==> config.mk <==
export PLATFORM = sky130hd
export DESIGN_NAME = fdc_div
export DESIGN_NICKNAME = d
export VERILOG_FILES = /design/src/assert_macros.svh /design/src/fdc_pkg.sv /design/src/fdc_div.sv
export SDC_FILE = /design/constraint.sdc
export NUM_CORES = 2
export LEC_CHECK = 0
export BUFFER_PORTS_ARGS = -buffer_cell sky130_fd_sc_hd__buf_2
export CAP_MARGIN = 20
export CORE_ASPECT_RATIO = 0.9
export CORE_MARGIN = 3
export CORE_UTILIZATION = 63
export DETAILED_ROUTE_END_ITERATION = 10
export PLACE_DENSITY = 0.79
export RECOVER_POWER = 50
export REMOVE_ABC_BUFFERS = 1
export SYNTH_ARGS = -nofsm -noshare
export SYNTH_HDL_FRONTEND = slang
export SYNTH_SLANG_ARGS = --single-unit
export TNS_END_PERCENT = 20
==> constraint.sdc <==
create_clock -name clk_i -period 10.3 [get_ports clk_i]
set_input_delay 3.09 -clock clk_i [delete_from_list [all_inputs] [get_ports clk_i]]
set_output_delay 3.09 -clock clk_i [all_outputs]
set_load 0.03 [all_outputs]
==> src/assert_macros.svh <==
// shared assertion helpers
`ifndef ASSERT_MACROS_SVH
`define ASSERT_MACROS_SVH

// same-cycle implication
`define ASSERT_IMP(lbl, clk, rstn, ante, cons) \
  lbl: assert property (@(posedge clk) disable iff (!rstn) (ante) |-> (cons)) \
    else $error("implication check failed");

// next-cycle implication
`define ASSERT_NXT(lbl, clk, rstn, ante, cons) \
  lbl: assert property (@(posedge clk) disable iff (!rstn) (ante) |=> (cons)) \
    else $error("next-cycle check failed");

`endif

==> src/fdc_pkg.sv <==
package fdc_pkg;

  localparam int unsigned FRAC_BITS = 16;

  localparam int unsigned IDX_W   = 16;
  localparam int unsigned CIN_W   = 18;
  localparam int unsigned C_W     = 17;
  localparam int unsigned COS_W   = FRAC_BITS + 1;
  localparam int unsigned REFL_W  = FRAC_BITS + 2;
  localparam int unsigned TRANS_W = FRAC_BITS + 3;

  // square root unit
  localparam int unsigned RAD_W    = 64;
  localparam int unsigned ROOT_W   = 33;
  localparam int unsigned SQ_STEPS = 32;

  // divider unit: overflow step, four integer steps, fraction and round steps
  localparam int unsigned NUM_W     = 50;
  localparam int unsigned DEN_W     = 50;
  localparam int unsigned INT_STEPS = 5;
  localparam int unsigned REM_W     = DEN_W + INT_STEPS;
  localparam int unsigned DIV_STEPS = INT_STEPS + FRAC_BITS + 1;
  localparam int unsigned QUO_W     = DIV_STEPS;
  localparam int unsigned RND_W     = QUO_W - 1;

  typedef enum logic [1:0] {
    ST_OK   = 2'd0,
    ST_TIR  = 2'd1,
    ST_ZERO = 2'd2
  } status_e;

  typedef struct packed {
    logic [IDX_W-1:0] n1;
    logic [IDX_W-1:0] n2;
    logic [C_W-1:0]   c;
    logic [32:0]      a;
    logic [31:0]      n2sq;
    logic             zero;
    logic             tir;
  } side_t;

  typedef struct packed {
    logic zero;
    logic tir;
    logic dz_s;
    logic dz_p;
    logic neg_s;
    logic neg_p;
  } flags_t;

endpackage

==> src/fdc_div.sv <==
module fdc_div (
  input  logic                       clk_i,
  input  logic                       en_i,
  input  logic [fdc_pkg::NUM_W-1:0]  num_i,
  input  logic [fdc_pkg::DEN_W-1:0]  den_i,
  output logic [fdc_pkg::QUO_W-1:0]  quo_o
);

  localparam int unsigned N  = fdc_pkg::DIV_STEPS;
  localparam int unsigned IS = fdc_pkg::INT_STEPS;
  localparam int unsigned RW = fdc_pkg::REM_W;
  localparam int unsigned DW = fdc_pkg::DEN_W;

  logic [RW-1:0] rem_q [N-1];
  logic [DW-1:0] den_q [N-1];
  logic [N-1:0]  quo_q [N];

  // restoring division, one quotient bit per stage; first bit flags overflow
  for (genvar j = 0; j < N; j++) begin : g_step
    logic [RW-1:0] rem_in, rem_cur, dsh, rem_d;
    logic [DW-1:0] den_in;
    logic [N-1:0]  quo_in;
    logic          ge;

    if (j == 0) begin : g_first
      assign rem_in = RW'(num_i);
      assign den_in = den_i;
      assign quo_in = '0;
    end else begin : g_next
      assign rem_in = rem_q[j-1];
      assign den_in = den_q[j-1];
      assign quo_in = quo_q[j-1];
    end

    if (j < IS) begin : g_int
      assign rem_cur = rem_in;
      assign dsh     = RW'(den_in) << (IS - 1 - j);
    end else begin : g_frac
      assign rem_cur = rem_in << 1;
      assign dsh     = RW'(den_in);
    end

    assign ge    = rem_cur >= dsh;
    assign rem_d = ge ? rem_cur - dsh : rem_cur;

    always_ff @(posedge clk_i) begin
      if (en_i) begin
        quo_q[j] <= {quo_in[N-2:0], ge};
      end
    end

    if (j < N - 1) begin : g_carry
      always_ff @(posedge clk_i) begin
        if (en_i) begin
          rem_q[j] <= rem_d;
          den_q[j] <= den_in;
        end
      end
    end
  end

  assign quo_o = quo_q[N-1];

endmodule

======== Word-level counts from Yosys, hierarchy flattened ========
Memory sizes are Yosys's and may differ from the RTL's.
Index checks and enable logic that the tools add are counted.
cells by class
  multiplexer cells ....................... 23
  multiply operators ...................... 0
  eq/ne operators ......................... 0
  order comparisons ....................... 22
  $add $sub $neg .......................... 21
  reductions and logical operators ........ 0
  shift operators ......................... 0
  bitwise logic cells ..................... 0
  div/mod/pow operators ................... 0
operator list
  operator                                      count
  two-way mux 55 bit                            21
  greater-or-equal comparator 55 x 50 -> 1 bit  18
  subtractor 55 x 50 -> 55 bit                  17
  greater-or-equal comparator 55 x 51 -> 1 bit  1
  greater-or-equal comparator 55 x 52 -> 1 bit  1
  greater-or-equal comparator 55 x 53 -> 1 bit  1
  subtractor 50 x 54 -> 55 bit                  1
  subtractor 55 x 51 -> 55 bit                  1
  subtractor 55 x 52 -> 55 bit                  1
  subtractor 55 x 53 -> 55 bit                  1
  greater-or-equal comparator 50 x 54 -> 1 bit  1
  two-way mux 1 bit                             2
storage, ports and cells
  latch bits .............................. 0
  output and inout port bits .............. 22
  memories kept ........................... 3
  flip-flop bits (word level) ............. 0
  bits in read-only memories .............. 0
  RAM bits ................................ 2689
memory list
  memory  depth  width  read ports  clocked after memory_dff  write ports  RTL line       RTL
  rem_q   21     55     21          0                         21           fdc_div.sv:14  logic [RW-1:0] rem_q [N-1];
  den_q   21     50     21          0                         21           fdc_div.sv:15  logic [DW-1:0] den_q [N-1];
  quo_q   22     22     22          0                         22           fdc_div.sv:16  logic [N-1:0] quo_q [N];

======== Longest topological paths before layout ========
An unclocked memory read counts as a cell.
  depth after elaboration ................. 3
  gate-level depth with buffers ........... 19

======== Worst setup path after synthesis ========
No wires, ideal clock.
  path kind ............................... input -> register
  start point ............................. in num_i[4] (netlist name)
  end point ............................... mem rem_q[0][46] (netlist name) (data pin)
  data arrival time ....................... 5.983 ns
  path slack .............................. 4.049 ns
  buffers on the path ..................... 0
  cell stages on the path ................. 16
  path through ............................ inv_1 > ha_1 > inv_1 > fa_1 > a21o_1 > a21oi_1 > o21ai_0 > a311o_1 > nand3_1 > o211ai_1 > a31oi_1 > o21bai_1 > a21bo_2 > o31ai_1 > xor2_1 > o21ai_0
RTL lines
  element          RTL line       RTL
  start, declared  fdc_div.sv:4   input logic [fdc_pkg::NUM_W-1:0] num_i,
  end, declared    fdc_div.sv:14

==> flow_summary_export.csv <==
group,metric,value,unit
timing,setup_viol,0,
cells_and_area,fin_nets,15622,
timing,max_freq,130,MHz
place,placed_area,0.151,mm2
grt,grt_pass1_vias,105993,
clocking,ctsResizeCount,0,
yosys,synth.distinct_cells,102,
timing,worst_pin_slew,4.40,ns
yosys,synth_area_leaders,"edfxtp_1 50%, ha_1 9.3%, a21oi_1 4.6%",
grt,grt_pass1_wl,539000,um
critical_path,setup.worst_path.class,"primary input to register",
status,violations,"capacitance limit, slew limit",
grt,grt-ovfl-total,0,
cells_and_area,stdcell_area,0.160,mm2
route,wl,343000,um
yosys,synth_edf_count,2441,
critical_path,worstPathMaxFanout,140,
critical_path,end_kind,"register",
timing,maxSlewViolCount,1050,
place,gp_congestion,0.982,
place,portBuffers,123,
cells_and_area,multi_input_area,0.0675,mm2
yosys,syn_area,0.148,mm2
timing,fin_crit,7.68,ns
route,final_antenna_net_count,0,
clocking,numCtsBuffers,281,
floorplan,core-area,0.233,mm2
cells_and_area,final_common_cell,"edfxtp_1",
critical_path,crit_path_start_kind,"primary input",
route,met1Wirelength,120000,um
cells_and_area,seq_area,0.0733,mm2
grt,grt_start_max_net_pins,183,
yosys,syn_avg_cell_area,10.3,um2
yosys,synthArstFlopShare,0,
critical_path,crit_chain,"buf_12 > clkbuf_1 > clkbuf_1",
power_and_ir_drop,vdd.ir_drop.worst,210,uV
floorplan,die_h,466,um
clocking,clock_latency,0.92,ns
floorplan,die_w,517,um
yosys,synth_largest_area_cell,"edfxtp_1",
route,drt-wirelength-per-cell,19.4,um
floorplan,dieArea,0.240,mm2
place,dp.cells,17181,
critical_path,max_stage_delay,3.12,ns
yosys,synth_cells,14379,
route,drcViolationCount,0,
timing,fin_crit_sh,0.745,
route,drt_iter0_markers,6395,
status,outcome,"finished, violations left",
critical_path,cp.arrival,8.18,ns
route,top_layer,"met4",
yosys,yosysSeqAreaShare,0.496,
hold_path,min_path_type,"register to register",
timing,finalClockSkew,0.0634,ns
yosys,ys_ff_latch,2441,
place,dp_hpwl,264000,um
route,wl_met2,180000,um
timing,max-slew-margin-rel,-1.93,
clocking,cts_tree,"built",
critical_path,critPathSlowestCell,"clkbuf_1",
floorplan,io_pins,124,
timing,rsz0062_at_grt,"no",
floorplan,rows,168,
cells_and_area,layoutNonFillerInstCount,17667,
grt,track_usage,0.280,
route,vias,105713,
route,met3WireLength,10900,um
clocking,clock_sink_count,2441,
cells_and_area,finish.utilization,0.685,
clocking,post-cts-setup-buffers,0,
clocking,clk_path_buf_depth,4,
critical_path,critPathRequiredTime,10.80,ns
yosys,synth_warnings,0,
clocking,clkTransAtPathRegs,0.06,ns
clocking,cts-root-buf,"clkbuf_16",
cells_and_area,drive_gt1_frac,0.0531,
cells_and_area,area_growth,8.03,%
floorplan,start_util,0.634,
cells_and_area,n_fill_cell,17450,
yosys,synth_ff_type,"edfxtp_1",
yosys,synth_top_area_share,0.496,
clocking,htreeDepth,5,
power_and_ir_drop,p_leak,0.0656,uW
route,via_per_inst,5.98,
critical_path,crit_top_cell,"clkbuf_1",
run,drv_cap,14,
grt,antenna_found_initial,4,
power_and_ir_drop,powerDensity,301,mW/mm2
cells_and_area,final_cell_mix,"2441 x edfxtp_1, 1392 x inv_1, 1357 x a21oi_1, 1348 x nand2_1, 1199 x o21ai_0",
timing,setup_tns,0,ns
route,firstDrtPassIters,6,
timing,hold_viol,0,
clocking,hold_buffers,0,
critical path: cells and delay by family:
kind / cells / cell delay [ns]
buffers and inverters: 3 / 4.78
synthesized netlist by cell type (all sizes together) (38+ instances only):
master,number
nor2b,141
ha,1095
o21a,127
nor2,787
inv,1396
o21ai,1216
a31oi,130
buf,113
a21boi,38
clkbuf,355
and2,56
nand2,1349
nor3,149
and3,125
a21oi,1360
mux2,126
o31ai,94
a21o,696
o211ai,66
o21bai,184
edfxtp,2441
a211oi,80
nand3,223
nand4,243
nor4,69
xnor2,569
or3,39
nand2b,122
xor2,454
metal layers:
layer | track usage | vias to the layer above
met4 | 0.225 | 0
met1 | 0.270 | 49333
met3 | 0.0297 | 1168
met5 | 0 | -
li1 | - | 52400
met2 | 0.534 | 2812
stage by stage:
stage	setup slack [ns]	hold WS [ns]	power [uW]
after global placement	2.97	0.400	38200
after CTS	3.87	0.400	48000
after floorplan	2.02	0.400	32800
after global routing	2.11	0.407	51300
after detailed placement	2.91	0.405	38400
final	2.62	0.402	48100
logic make-up (layout without fill, tap and decap cells):
group,count (synthesis),in the layout,synth area share
fa+ha+maj,1116,1116,0.0955
simple gates,3448,3448,0.108
flops,2441,2441,0.496
xor+xnor,1023,1023,0.0606
mux,132,132,0.0100
other cells,0,3,0
buf+inv,1864,2089,0.0484
compound gates,4355,4355,0.181
registers in the layout (all words and copies together) (netlist names):
name,flops
rem_q,1138
quo_q,253
den_q,1050
layout make-up:
| class | count | area share |
|---|---|---|
| sequential | 2441 | 0.459 |
| multi-input combinational | 10074 | 0.423 |
| clock buffer | 346 | 0.0461 |
| inverter | 1396 | 0.0328 |
| tap | 3060 | 0.0240 |
| timing repair buffer | 210 | 0.00769 |
| clock inverter | 137 | 0.00748 |
| antenna | 3 | 0.0000470 |
report_power, final:
| part | total [uW] | internal (uW) | switching (uW) |
|---|---|---|---|
| sequential | 16400 | 14900 | 1510 |
| combinational | 22300 | 9210 | 13100 |
| clock | 9370 | 5550 | 3820 |
| total | 48100 | 29700 | 18400 |
worst paths after layout:
path,start,end,slack (ns),depth (start not counted)
max,en_i,den_q[2][186]$_DFFE_PP_,2.62,3
min,quo_q[2][73]$_DFFE_PP_,quo_q[3][8]$_DFFE_PP_,0.40,0
max reg2reg,rem_q[7][0]$_SDFFCE_PN0P_,rem_q[8][18]$_DFFE_PP_,4.35,16
min reg2reg,quo_q[2][73]$_DFFE_PP_,quo_q[3][8]$_DFFE_PP_,0.40,0
(Power assumes the default switching activity.)
